File: config.mk
export PLATFORM = sky130hd
export DESIGN_NAME = duty_command_pwm_controller_core
export DESIGN_NICKNAME = d
export VERILOG_FILES = /design/src/hw/rtl/dcpc_pkg.sv /design/src/hw/rtl/dcpc_cfg_regs.sv /design/src/hw/rtl/dcpc_cmd_engine.sv /design/src/hw/rtl/dcpc_match_unit.sv /design/src/hw/rtl/duty_command_pwm_controller_core.sv
export SDC_FILE = /design/constraint.sdc
export NUM_CORES = 2
export LEC_CHECK = 0
export BUFFER_PORTS_ARGS = -buffer_cell sky130_fd_sc_hd__buf_2
export CAP_MARGIN = 0
export CORE_MARGIN = 2
export CORE_UTILIZATION = 28
export CTS_CLUSTER_SIZE = 14
export DETAILED_ROUTE_END_ITERATION = 6
export PLACE_DENSITY = 0.45
export SKIP_CTS_REPAIR_TIMING = 1
export SYNTH_ARGS = -nofsm -noshare
export SYNTH_HDL_FRONTEND = slang
export SYNTH_SLANG_ARGS = --single-unit
File: constraint.sdc
create_clock -name clk -period 22.2 [get_ports clk]
set_input_delay 3.33 -clock clk [delete_from_list [all_inputs] [get_ports clk]]
set_output_delay 3.33 -clock clk [all_outputs]
set_load 0.02 [all_outputs]
File: src/hw/rtl/dcpc_pkg.sv
// ----------------------------------------------------------------------------
// Duty command PWM controller package
// Shared types, register map, drive mode codes and fixed constants.
// ----------------------------------------------------------------------------
package dcpc_pkg;

  localparam int ADDR_W  = 3;
  localparam int DATA_W  = 32;
  localparam int CHAR_W  = 8;
  localparam int DUTY_W  = 7;
  localparam int VALUE_W = 24;
  localparam int PROD_W  = 31;

  // Register word index, taken from paddr[2]
  localparam logic REG_TERM   = 1'b0;
  localparam logic REG_RELOAD = 1'b1;

  localparam logic [CHAR_W-1:0]  TERM_RESET   = 8'd110;
  localparam logic [VALUE_W-1:0] RELOAD_RESET = 24'd40000;
  localparam logic [DUTY_W-1:0]  DUTY_RESET   = 7'd50;
  localparam logic [VALUE_W-1:0] STEP_RESET   = 24'd10;
  localparam logic [DUTY_W-1:0]  PCT_MAX      = 7'd100;
  localparam logic [VALUE_W-1:0] VALUE_MAX    = 24'hFFFFFF;

  localparam logic [CHAR_W-1:0] CHAR_S     = 8'h73;
  localparam logic [CHAR_W-1:0] CHAR_PLUS  = 8'h2B;
  localparam logic [CHAR_W-1:0] CHAR_MINUS = 8'h2D;
  localparam logic [CHAR_W-1:0] CHAR_SPACE = 8'h20;

  // floor(p / 100) == (p * RECIP_100) >> RECIP_SHIFT for all p below 2^31
  localparam logic [PROD_W-1:0] RECIP_100   = 31'd1374389535;
  localparam int                RECIP_SHIFT = 37;

  typedef logic [1:0] drive_mode_t;
  localparam drive_mode_t MODE_LOW  = 2'd0;
  localparam drive_mode_t MODE_HIGH = 2'd1;
  localparam drive_mode_t MODE_PWM  = 2'd2;

  typedef enum logic [2:0] {
    PH_SKIP = 3'b001,
    PH_NUM  = 3'b010,
    PH_DONE = 3'b100
  } parse_phase_t;

  typedef struct packed {
    logic [CHAR_W-1:0]  term;
    logic [VALUE_W-1:0] reload;
  } cfg_t;

  typedef struct packed {
    logic [DUTY_W-1:0]  duty;
    logic [VALUE_W-1:0] step;
    logic               changed;
    logic               report;
  } cmd_result_t;

endpackage

File: src/hw/rtl/dcpc_cfg_regs.sv
// ----------------------------------------------------------------------------
// Configuration registers
// APB-style register file holding the terminator character and period reload.
// ----------------------------------------------------------------------------
module dcpc_cfg_regs (
  input  logic                          clk,
  input  logic                          rst,
  input  logic                          psel,
  input  logic                          penable,
  input  logic                          pwrite,
  input  logic [dcpc_pkg::ADDR_W-1:0]   paddr,
  input  logic [dcpc_pkg::DATA_W-1:0]   pwdata,
  output logic [dcpc_pkg::DATA_W-1:0]   prdata,
  output logic                          pready,
  output dcpc_pkg::cfg_t                cfg
);

  logic wr_en;

  assign pready = 1'b1;
  assign wr_en  = psel & penable & pwrite & pready;

  always_ff @(posedge clk) begin
    if (rst) begin
      cfg.term   <= dcpc_pkg::TERM_RESET;
      cfg.reload <= dcpc_pkg::RELOAD_RESET;
    end else if (wr_en) begin
      case (paddr[2])
        dcpc_pkg::REG_TERM:   cfg.term   <= pwdata[dcpc_pkg::CHAR_W-1:0];
        dcpc_pkg::REG_RELOAD: cfg.reload <= pwdata[dcpc_pkg::VALUE_W-1:0];
        default: ;
      endcase
    end
  end

  always_comb begin
    case (paddr[2])
      dcpc_pkg::REG_TERM:   prdata = {24'd0, cfg.term};
      dcpc_pkg::REG_RELOAD: prdata = {8'd0, cfg.reload};
      default:              prdata = '0;
    endcase
  end

endmodule

File: src/hw/rtl/dcpc_cmd_engine.sv
// ----------------------------------------------------------------------------
// Command engine
// Input register, command parser, duty and step state, and button handling.
// ----------------------------------------------------------------------------
module dcpc_cmd_engine #(
  parameter int BUFFER_LEN = 8
) (
  input  logic                        clk,
  input  logic                        rst,
  input  dcpc_pkg::cfg_t              cfg,
  input  logic                        cmd_valid,
  output logic                        cmd_stall,
  input  logic                        op,
  input  logic [dcpc_pkg::CHAR_W-1:0] char_code,
  input  logic                        up_pressed,
  input  logic                        down_pressed,
  output logic                        cmd_res_valid,
  input  logic                        cmd_res_ready,
  output dcpc_pkg::cmd_result_t       cmd_res
);

  localparam int                CNT_W    = $clog2(BUFFER_LEN);
  localparam logic [CNT_W-1:0]  KEEP_MAX = CNT_W'(BUFFER_LEN - 1);

  // Input register
  logic                        v1;
  logic                        s_op;
  logic [dcpc_pkg::CHAR_W-1:0] s_char;
  logic                        s_up;
  logic                        s_down;

  // Command state
  logic [CNT_W-1:0]             char_count,      char_count_next;
  logic                         is_step_command, is_step_command_next;
  dcpc_pkg::parse_phase_t       parse_phase,     parse_phase_next;
  logic                         number_negative, number_negative_next;
  logic [dcpc_pkg::VALUE_W-1:0] number_value,    number_value_next;
  logic [dcpc_pkg::DUTY_W-1:0]  duty_level,      duty_level_next;
  logic [dcpc_pkg::VALUE_W-1:0] step_level,      step_level_next;
  logic                         changed, report;

  logic s2_free, s1_free, advance;

  logic       is_digit, is_space, is_sign;
  logic [27:0] acc;
  logic [24:0] up_sum;
  logic [dcpc_pkg::DUTY_W-1:0] duty_up;

  assign s2_free   = !cmd_res_valid || cmd_res_ready;
  assign s1_free   = !v1 || s2_free;
  assign cmd_stall = !s1_free;
  assign advance   = v1 && s2_free;

  assign is_digit = s_char inside {[8'h30:8'h39]};
  assign is_space = (s_char == dcpc_pkg::CHAR_SPACE) || (s_char inside {[8'h09:8'h0D]});
  assign is_sign  = (s_char == dcpc_pkg::CHAR_PLUS) || (s_char == dcpc_pkg::CHAR_MINUS);
  assign acc      = {1'b0, number_value, 3'b000} + {3'b000, number_value, 1'b0}
                  + {24'd0, s_char[3:0]};

  assign up_sum  = {18'd0, duty_level} + {1'b0, step_level};
  assign duty_up = !s_up ? duty_level :
                   (up_sum > {18'd0, dcpc_pkg::PCT_MAX}) ? dcpc_pkg::PCT_MAX :
                   up_sum[dcpc_pkg::DUTY_W-1:0];

  always_comb begin
    char_count_next      = char_count;
    is_step_command_next = is_step_command;
    parse_phase_next     = parse_phase;
    number_negative_next = number_negative;
    number_value_next    = number_value;
    duty_level_next      = duty_level;
    step_level_next      = step_level;
    changed              = 1'b0;
    report               = 1'b0;

    if (s_op) begin
      duty_level_next = duty_up;
      if (s_down) begin
        duty_level_next = (step_level >= {17'd0, duty_up}) ? '0 :
                          duty_up - step_level[dcpc_pkg::DUTY_W-1:0];
      end
      changed = s_up | s_down;
      report  = s_up | s_down;
    end else if (s_char == cfg.term) begin
      if (char_count != '0) begin
        if (is_step_command) begin
          step_level_next = (number_negative || number_value == '0) ?
                            24'd1 : number_value;
        end else if (number_negative) begin
          duty_level_next = '0;
        end else begin
          duty_level_next = (number_value > {17'd0, dcpc_pkg::PCT_MAX}) ?
                            dcpc_pkg::PCT_MAX : number_value[dcpc_pkg::DUTY_W-1:0];
        end
        changed = 1'b1;
      end
      // restart the parser
      char_count_next      = '0;
      is_step_command_next = 1'b0;
      parse_phase_next     = dcpc_pkg::PH_SKIP;
      number_negative_next = 1'b0;
      number_value_next    = '0;
    end else if (char_count < KEEP_MAX) begin
      char_count_next = char_count + CNT_W'(1);
      if (char_count == '0 && s_char == dcpc_pkg::CHAR_S) begin
        is_step_command_next = 1'b1;
      end else begin
        case (parse_phase)
          dcpc_pkg::PH_SKIP: begin
            if (is_sign) begin
              number_negative_next = (s_char == dcpc_pkg::CHAR_MINUS);
              parse_phase_next     = dcpc_pkg::PH_NUM;
            end else if (is_digit) begin
              parse_phase_next  = dcpc_pkg::PH_NUM;
              number_value_next = (acc > {4'd0, dcpc_pkg::VALUE_MAX}) ?
                                  dcpc_pkg::VALUE_MAX : acc[23:0];
            end else if (!is_space) begin
              parse_phase_next = dcpc_pkg::PH_DONE;
            end
          end
          dcpc_pkg::PH_NUM: begin
            if (is_digit) begin
              number_value_next = (acc > {4'd0, dcpc_pkg::VALUE_MAX}) ?
                                  dcpc_pkg::VALUE_MAX : acc[23:0];
            end else begin
              parse_phase_next = dcpc_pkg::PH_DONE;
            end
          end
          default: ;
        endcase
      end
    end
  end

  always_ff @(posedge clk) begin
    if (rst) begin
      v1              <= 1'b0;
      cmd_res_valid   <= 1'b0;
      char_count      <= '0;
      is_step_command <= 1'b0;
      parse_phase     <= dcpc_pkg::PH_SKIP;
      number_negative <= 1'b0;
      number_value    <= '0;
      duty_level      <= dcpc_pkg::DUTY_RESET;
      step_level      <= dcpc_pkg::STEP_RESET;
    end else begin
      if (s1_free) begin
        v1 <= cmd_valid;
      end
      if (s2_free) begin
        cmd_res_valid <= v1;
      end
      if (advance) begin
        char_count      <= char_count_next;
        is_step_command <= is_step_command_next;
        parse_phase     <= parse_phase_next;
        number_negative <= number_negative_next;
        number_value    <= number_value_next;
        duty_level      <= duty_level_next;
        step_level      <= step_level_next;
      end
    end
  end

  always_ff @(posedge clk) begin
    if (s1_free) begin
      s_op   <= op;
      s_char <= char_code;
      s_up   <= up_pressed;
      s_down <= down_pressed;
    end
    if (advance) begin
      cmd_res.duty    <= duty_level_next;
      cmd_res.step    <= step_level_next;
      cmd_res.changed <= changed;
      cmd_res.report  <= report;
    end
  end

endmodule

File: src/hw/rtl/dcpc_match_unit.sv
// ----------------------------------------------------------------------------
// Match unit
// Drive mode decode and timer match, reload*(100-duty)/100, over two stages.
// ----------------------------------------------------------------------------
module dcpc_match_unit (
  input  logic                         clk,
  input  logic                         rst,
  input  logic [dcpc_pkg::VALUE_W-1:0] reload,
  input  logic                         cmd_res_valid,
  output logic                         cmd_res_ready,
  input  dcpc_pkg::cmd_result_t        cmd_res,
  output logic                         res_valid,
  input  logic                         res_stall,
  output logic [dcpc_pkg::DUTY_W-1:0]  duty_percent,
  output logic [dcpc_pkg::VALUE_W-1:0] step_size,
  output dcpc_pkg::drive_mode_t        drive_mode,
  output logic [dcpc_pkg::VALUE_W-1:0] match_value,
  output logic                         settings_changed,
  output logic                         report_duty
);

  localparam int QW = 2 * dcpc_pkg::PROD_W;

  logic                        v3;
  dcpc_pkg::cmd_result_t       s3_res;
  dcpc_pkg::drive_mode_t       s3_mode;
  logic [dcpc_pkg::PROD_W-1:0] s3_prod;

  dcpc_pkg::drive_mode_t       mode;
  logic [dcpc_pkg::DUTY_W-1:0] k;
  logic [dcpc_pkg::PROD_W-1:0] prod;
  logic [QW-1:0]               scaled;
  logic                        s4_free;

  assign s4_free       = !res_valid || !res_stall;
  assign cmd_res_ready = !v3 || s4_free;

  always_comb begin
    if (cmd_res.duty == '0) begin
      mode = dcpc_pkg::MODE_LOW;
    end else if (cmd_res.duty >= dcpc_pkg::PCT_MAX) begin
      mode = dcpc_pkg::MODE_HIGH;
    end else begin
      mode = dcpc_pkg::MODE_PWM;
    end
  end

  // forced modes get a zero factor, so the match drops to zero
  assign k      = (mode == dcpc_pkg::MODE_PWM) ? dcpc_pkg::PCT_MAX - cmd_res.duty : '0;
  assign prod   = {7'd0, reload} * {24'd0, k};
  assign scaled = {{dcpc_pkg::PROD_W{1'b0}}, s3_prod}
                * {{dcpc_pkg::PROD_W{1'b0}}, dcpc_pkg::RECIP_100};

  always_ff @(posedge clk) begin
    if (rst) begin
      v3        <= 1'b0;
      res_valid <= 1'b0;
    end else begin
      if (cmd_res_ready) begin
        v3 <= cmd_res_valid;
      end
      if (s4_free) begin
        res_valid <= v3;
      end
    end
  end

  always_ff @(posedge clk) begin
    if (cmd_res_ready && cmd_res_valid) begin
      s3_res  <= cmd_res;
      s3_mode <= mode;
      s3_prod <= prod;
    end
    if (s4_free && v3) begin
      duty_percent     <= s3_res.duty;
      step_size        <= s3_res.step;
      drive_mode       <= s3_mode;
      match_value      <= scaled[dcpc_pkg::RECIP_SHIFT +: dcpc_pkg::VALUE_W];
      settings_changed <= s3_res.changed;
      report_duty      <= s3_res.report;
    end
  end

endmodule

File: src/hw/rtl/duty_command_pwm_controller_core.sv
// ----------------------------------------------------------------------------
// Duty command PWM controller core
// Turns received command characters and button presses into PWM settings.
// ----------------------------------------------------------------------------
// Every accepted item (a character or a button event) returns one result item,
// and a new item may enter on every cycle while cmd_stall is low. The rate
// is set by the command engine, which updates the duty, step and parser
// state from one item before the next is taken. A result passes through the
// input register, that update, the reload by (100 - duty) product and the
// reciprocal scaling that divides it by 100. Stalls propagate back stage by
// stage, so empty stages still take items while a result waits. Commands end
// on the terminator register (reset 'n'); the reload register sets the timer
// period for match_value.
// ----------------------------------------------------------------------------
module duty_command_pwm_controller_core #(
  parameter int BUFFER_LEN = 8
) (
  input  logic                         clk,
  input  logic                         rst,
  input  logic                         psel,
  input  logic                         penable,
  input  logic                         pwrite,
  input  logic [dcpc_pkg::ADDR_W-1:0]  paddr,
  input  logic [dcpc_pkg::DATA_W-1:0]  pwdata,
  output logic [dcpc_pkg::DATA_W-1:0]  prdata,
  output logic                         pready,
  input  logic                         cmd_valid,
  output logic                         cmd_stall,
  input  logic                         op,
  input  logic [dcpc_pkg::CHAR_W-1:0]  char_code,
  input  logic                         up_pressed,
  input  logic                         down_pressed,
  output logic                         res_valid,
  input  logic                         res_stall,
  output logic [dcpc_pkg::DUTY_W-1:0]  duty_percent,
  output logic [dcpc_pkg::VALUE_W-1:0] step_size,
  output logic [1:0]                   drive_mode,
  output logic [dcpc_pkg::VALUE_W-1:0] match_value,
  output logic                         settings_changed,
  output logic                         report_duty
);

  dcpc_pkg::cfg_t        cfg;
  logic                  cmd_res_valid;
  logic                  cmd_res_ready;
  dcpc_pkg::cmd_result_t cmd_res;

  dcpc_cfg_regs u_cfg_regs (
    .clk     (clk),
    .rst     (rst),
    .psel    (psel),
    .penable (penable),
    .pwrite  (pwrite),
    .paddr   (paddr),
    .pwdata  (pwdata),
    .prdata  (prdata),
    .pready  (pready),
    .cfg     (cfg)
  );

  dcpc_cmd_engine #(
    .BUFFER_LEN (BUFFER_LEN)
  ) u_cmd_engine (
    .clk           (clk),
    .rst           (rst),
    .cfg           (cfg),
    .cmd_valid     (cmd_valid),
    .cmd_stall     (cmd_stall),
    .op            (op),
    .char_code     (char_code),
    .up_pressed    (up_pressed),
    .down_pressed  (down_pressed),
    .cmd_res_valid (cmd_res_valid),
    .cmd_res_ready (cmd_res_ready),
    .cmd_res       (cmd_res)
  );

  dcpc_match_unit u_match_unit (
    .clk              (clk),
    .rst              (rst),
    .reload           (cfg.reload),
    .cmd_res_valid    (cmd_res_valid),
    .cmd_res_ready    (cmd_res_ready),
    .cmd_res          (cmd_res),
    .res_valid        (res_valid),
    .res_stall        (res_stall),
    .duty_percent     (duty_percent),
    .step_size        (step_size),
    .drive_mode       (drive_mode),
    .match_value      (match_value),
    .settings_changed (settings_changed),
    .report_duty      (report_duty)
  );

endmodule

# Word level (Yosys, flattened, before mapping)

Cells that the tools add are included.

Register bits: 268
Bits in latches: 0
Memory bits (writable): 0
ROM bits: 0
Output and inout bits: 94
Logic and storage cells: 150
Memories kept: 0

Add/subtract/negate cells: 6
Multiply operators: 2
Divide/modulo/power cells: 0
Order comparisons: 10
Eq/ne operators: 12
Shift operators: 0
Mux-type cells: 47
Bitwise gates (word level): 5
Reduce and logical (&&, ||, !) cells: 35

Operators with widths:

| cell                   | number |
|---|---|
| $mux 24                | 11 |
| $mux 7                 | 11 |
| $pmux 32 s2            | 1 |
| $mul 31x31->61 const B | 1 |
| $pmux 24 s2            | 1 |
| $mul 24x7->31          | 1 |
| $add 27x25->28         | 1 |
| $add 28x4->28          | 1 |
| $gt 28x24->1 const B   | 1 |
| $mux 3                 | 9 |
| $add 7x24->25          | 1 |
| $gt 25x7->1 const B    | 1 |
| $eq 8x6->1 const B     | 3 |
| $ge 24x7->1            | 1 |
| $gt 24x7->1 const B    | 1 |
| $logic_not 24->1       | 1 |
| $reduce_and 6->1       | 2 |
| $mux 1                 | 11 |
| $eq 8x7->1 const B     | 1 |
| $eq 8x8->1             | 1 |
| $ge 8x4->1 const B     | 1 |
| $ge 8x6->1 const B     | 1 |
| $le 8x4->1 const B     | 1 |
| $le 8x6->1 const B     | 1 |
| other kinds (27)       | 52 |

# Depth between registers and ports, before layout

Depth after elaboration: 10
Depth in mapped cells: 28

# Cells and area by module

A second synthesis with hierarchy kept.

Cell total of the unflattened synthesis: 3423
Area total of the unflattened synthesis: 34581.9 um^2

Modules (own cells, without submodules):

| module          | times used | cells an instance | area an instance (um^2) | sequential area each (um^2) |
|---|---|---|---|---|
| dcpc_match_unit | 1          | 2427              | 25535.7                 | 3793.6 |
| dcpc_cmd_engine | 1          | 821               | 7354.6                  | 2622.5 |
| dcpc_cfg_regs   | 1          | 175               | 1691.6                  | 640.6 |

# Least setup slack after synthesis

OpenSTA, ideal clock, no wires.

Path type: input port to flip-flop
Start: input res_stall
End: register u_match_unit.drive_mode[0], enable pin
Setup time: 0.565 ns
Arrival time: 7.641 ns
Setup slack: 13.994 ns
Stages: 1
Path through: a21boi_0

Word-level cells in the longest chain between the ends: 3

Ends and longest elaborated chain:

| what                 | line                                   | RTL |
|---|---|---|
| start, declared      | duty_command_pwm_controller_core.sv:34 | `input logic res_stall,` |
| $logic_not 1->1      | dcpc_match_unit.sv:35                  | `assign s4_free = !res_valid \|\| !res_stall;` |
| $logic_or 1x1->1     | dcpc_match_unit.sv:35                  |  |
| $logic_and 1x1->1    | dcpc_match_unit.sv:74                  | `if (s4_free && v3) begin` |
| end signal, assigned | dcpc_match_unit.sv:77                  | `drive_mode <= s3_mode;` |
| end, declared        | dcpc_match_unit.sv:16                  | `output dcpc_pkg::drive_mode_t drive_mode,` |

No other way between the ends.
A chain may end at the register's enable or synchronous reset.

# Final worst setup path

Start: register u_match_unit.s3_prod[10] (netlist bit)
End: register u_match_unit.match_value[14] (netlist bit), data pin

Word-level cells in the longest chain between the ends: 1

Ends and longest elaborated chain:

| what                        | line                  | RTL |
|---|---|---|
| start, declared             | dcpc_match_unit.sv:27 | `logic [dcpc_pkg::PROD_W-1:0] s3_prod;` |
| start signal, assigned      | dcpc_match_unit.sv:72 | `s3_prod <= prod;` |
| $mul 31x31->61              | dcpc_match_unit.sv:52 | `* {{dcpc_pkg::PROD_W{1'b0}}, dcpc_pkg::RECIP_100};` |
| net u_match_unit.scaled[51] | dcpc_match_unit.sv:32 | `logic [QW-1:0] scaled;` |
| end signal, assigned        | dcpc_match_unit.sv:78 | `match_value <= scaled[dcpc_pkg::RECIP_SHIFT +: dcpc_pkg::VALUE_W];` |
| end, declared               | dcpc_match_unit.sv:17 | `output logic [dcpc_pkg::VALUE_W-1:0] match_value,` |

The timed path passes the listed nets, and every way through them passes these cells.

==> metrics.log <==
INFO  metric cap_viol_max_count = 0
INFO  metric report.final.slew_viol_count = 0
INFO  metric cp_slowest_stage_delay = 0.70 ns
INFO  metric drt_drc_violations_left = 2
INFO  metric max-clock-path-buffers = 3
INFO  metric timing.final.crit_period = 8.73 ns
INFO  metric finalWeightedCongestion = 0.858
INFO  metric path_max_fanout = 10
INFO  metric run_status = finished, violations left
INFO  metric seq_area_frac_synth = 21.0%
INFO  metric timing.critical_path.arrival = 9.08 ns
INFO  metric cpMaxStageDelayCell = sky130_fd_sc_hd__edfxtp_1
INFO  metric wl_met1 = 44.3 mm
INFO  metric cp.required = 22.55 ns
INFO  metric actual_slew_at_the_worst_max_slew_pin = 1.18 ns
INFO  metric first_drt_pass_iteration_count = 7
INFO  metric tritoncts_num_sinks = 268
INFO  metric first_pass_grt_wire_length = 142 mm
INFO  metric post_synth_main_area_contributors = sky130_fd_sc_hd__fa_1 (29%), sky130_fd_sc_hd__ha_1 (19%), sky130_fd_sc_hd__edfxtp_1 (15%)
INFO  metric drt_wl_total = 89.9 mm
INFO  metric floorplan.io_pins = 147
INFO  metric synth.mux.area_fraction = 0.506%
INFO  metric cts_buffers = 35
INFO  metric synth_top_area_cell = sky130_fd_sc_hd__fa_1
INFO  metric synth-main-ff-cell = sky130_fd_sc_hd__edfxtp_1
INFO  metric synth_top_area_share = 29.0%
INFO  metric relSlewSlack = 21.3%
INFO  metric synth.most_common_cell = sky130_fd_sc_hd__inv_1
INFO  metric synth_cells = 3365
INFO  metric clock.fmax = 0.114 GHz
INFO  metric met2WireLength = 41.3 mm
INFO  metric post_synth_xor_area_fraction = 2.60%
INFO  metric floorplan.core_area = 120000 um2
INFO  metric pre_cts_ws = 13.43 ns
INFO  metric synth-edff-count = 169
INFO  metric met3RoutedLength = 3.37 mm
INFO  metric synth_fa_ha_area_share = 47.5%
INFO  metric unrepaired_setup_endpoints_after_global_routing = no
INFO  metric whs = 0.407 ns
INFO  metric synthDistinctLibCells = 75
INFO  metric synth_area_per_cell = 10.0 um2
INFO  metric vias_in_the_first_global_route = 24100
INFO  metric dieWidth = 351 um
INFO  metric type_of_the_most_critical_hold_path = flip-flop to flip-flop
INFO  metric synthToLayoutAreaGrowth = 10.6%
INFO  metric wire_per_inst = 17.6 um
INFO  metric cts-htree-levels = 2
INFO  metric detailedRoute.firstIterationViolations = 1008
INFO  metric critPathKind = flip-flop to flip-flop
INFO  metric syn_area = 33700 um2
INFO  metric post-dp-hpwl = 73.8 mm
INFO  metric critical_path.endpoint_type = flip-flop
INFO  metric worst_skew_pair.late_latency = 0.56 ns
INFO  metric rows = 127
INFO  metric portBuffers = 127
INFO  metric cts_tree = yes
INFO  metric final_nets = 4507
INFO  metric n_fill_cell = 12500
INFO  metric route.vias.total = 22800
INFO  metric violations_in_the_final_reports = design-rule violations
INFO  metric sum_of_negative_setup_slack = 0 ns
INFO  metric finalHoldViolCount = 0
INFO  metric worstSetupStartpointType = flip-flop
INFO  metric clk_transition_reported_paths = 0.07 ns
INFO  metric simple_gate_share_of_the_synthesized_area = 10.6%
INFO  metric grt_start_max_net_pins = 67
INFO  metric async_flop_share = 0%
INFO  metric ant_nets = 0
INFO  metric cp_cell_sequence = ha_1, inv_1, fa_1, inv_1, fa_1, fa_1, fa_1, fa_1, fa_1, inv_1, fa_1, inv_1, ha_1, a21oi_1, nand2_1, a211o_1, a21o_1, a311oi_1, o21ai_0, a31oi_1, nand2b_1, nand2_1, xor2_1
INFO  metric antenna_found_initial = 1
INFO  metric synth_compound_gate_area_share = 8.30%
INFO  metric period_share = 39.3%
INFO  metric start_util = 28.1%
INFO  metric detail_route.vias_per_cell = 4.46
INFO  metric cts.root.buffer_cell = sky130_fd_sc_hd__clkbuf_16
INFO  metric grt.overflow.total = 0
INFO  metric design.die.area = 123000 um2
INFO  metric synth_seq_cells = 268
INFO  metric yosysWarnings = 0
INFO  metric grt_usage = 15.0%
INFO  metric fin_worst_skew = 0.0165 ns
INFO  metric die_h = 351 um
INFO  metric setup_viol = 0
INFO  metric synth_common_cells = sky130_fd_sc_hd__inv_1 (744), sky130_fd_sc_hd__ha_1 (499), sky130_fd_sc_hd__fa_1 (487)
INFO  metric dominant_combinational_cell_family_by_area_after_synthesis = adder cells
INFO  metric setup_slack = 13.47 ns
INFO  metric top_signal_layer_used = met5
INFO  metric critPathMostFrequentCell = sky130_fd_sc_hd__fa_1
INFO  metric layout-drive-gt1-share = 6.81%
## critical path, delay by kind of cell (launching register included)
family                   cells  cell delay [ns]
buffers and inverters        4             0.31
XOR/XNOR                     1             0.31
AO/OA/AOI/OAI                6             2.14
adder cells (fa/ha/maj)      9             4.63
flip-flops                   1             0.70
AND/OR/NAND/NOR              3             0.39
## kinds of logic after synthesis
group / count (synthesis)
AO/OA/AOI/OAI: 438
XOR/XNOR: 100
adder cells (fa/ha/maj): 986
buffers and inverters: 834
flip-flops: 268
multiplexers: 16
other: 2
AND/OR/NAND/NOR: 721
## cell type report
cell class / count / area, um2 / share of cell area, %
diodes: 1 / 2.50 / 0.00672
clock buffers: 37 / 883 / 2.37
clock inverters: 27 / 214 / 0.575
inverters: 745 / 2800 / 7.51
multi-input cells: 2270 / 23500 / 63.0
flip-flops and latches: 268 / 7060 / 19.0
well taps: 1612 / 2020 / 5.42
repair buffers: 148 / 793 / 2.13
## flip-flops by register name (all words and copies together), names as in the netlist, 2 cells and up
register / cells
u_cmd_engine.number_value: 24
u_match_unit.duty_percent: 7
u_cmd_engine.parse_phase: 3
u_match_unit.match_value: 24
u_match_unit.drive_mode: 2
u_cmd_engine.s_char: 8
u_match_unit.s3_prod: 31
u_cmd_engine.char_count: 3
u_cmd_engine.cmd_res: 33
u_cmd_engine.step_level: 24
u_match_unit.step_size: 24
u_cmd_engine.duty_level: 7
u_cfg_regs.cfg: 32
u_match_unit.s3_mode: 2
u_match_unit.s3_res: 33
## per-stage QoR
stage	instances	util, %	area [um2]
after floorplan	3372	-	33700
after global placement	5043	30.2	36100
after detailed placement	5043	30.2	36100
after CTS	5107	31.1	37200
after global routing	5107	31.1	37200
final	5108	31.1	37200
## placed cells by master (no fill, tap or decap), types with 7 or more instances in the layout
cell type                     n
sky130_fd_sc_hd__a21oi_1    148
sky130_fd_sc_hd__buf_2      127
sky130_fd_sc_hd__or2_2       11
sky130_fd_sc_hd__nand4_1     20
sky130_fd_sc_hd__a221oi_1     7
sky130_fd_sc_hd__nor2_1      99
sky130_fd_sc_hd__nor2b_1     22
sky130_fd_sc_hd__clkinv_2     9
sky130_fd_sc_hd__o21ai_0     98
sky130_fd_sc_hd__nor4_1      13
sky130_fd_sc_hd__o211ai_1     8
sky130_fd_sc_hd__nor3_1      24
sky130_fd_sc_hd__inv_1      743
sky130_fd_sc_hd__clkbuf_16   35
sky130_fd_sc_hd__ha_1       499
sky130_fd_sc_hd__buf_4       21
sky130_fd_sc_hd__o21a_1      16
sky130_fd_sc_hd__mux2i_1      8
sky130_fd_sc_hd__mux2_2       8
sky130_fd_sc_hd__xor2_1      36
sky130_fd_sc_hd__a21o_1      44
sky130_fd_sc_hd__o21bai_1    11
sky130_fd_sc_hd__and3_1      38
sky130_fd_sc_hd__edfxtp_1   169
sky130_fd_sc_hd__and2_1     118
sky130_fd_sc_hd__conb_1       9
sky130_fd_sc_hd__fa_1       487
sky130_fd_sc_hd__xnor2_1     64
sky130_fd_sc_hd__a211oi_1    11
sky130_fd_sc_hd__nand2b_1    27
sky130_fd_sc_hd__a221o_1     13
sky130_fd_sc_hd__dfxtp_1     99
sky130_fd_sc_hd__a31oi_1     13
sky130_fd_sc_hd__nand2_1    256
sky130_fd_sc_hd__nand3_1     55
## worst paths after layout
| kind | from | endpoint | slack [ns] | cells after the start |
|---|---|---|---|---|
| worst min register to register | u_cmd_engine.cmd_res[3]$_DFFE_PP_ | u_match_unit.s3_res[3]$_DFFE_PP_ | 0.41 | 0 |
| worst max register to register | u_match_unit.s3_prod[10]$_DFFE_PP_ | u_match_unit.match_value[14]$_DFFE_PP_ | 13.47 | 23 |
| worst max-delay path | u_match_unit.s3_prod[10]$_DFFE_PP_ | u_match_unit.match_value[14]$_DFFE_PP_ | 13.47 | 23 |
| worst min-delay path | u_cmd_engine.cmd_res[3]$_DFFE_PP_ | u_match_unit.s3_res[3]$_DFFE_PP_ | 0.41 | 0 |
## per-layer routing
metal / vias up / global-route usage [%]
met1: 11300 / 21.6
met2: 309 / 24.3
met5: - / 0
met3: 61 / 2.12
li1: 11100 / -
met4: 2 / 2.14
Power is not shown: default switching activity piles up to over one toggle a cycle in this logic, so the estimate is an artifact.
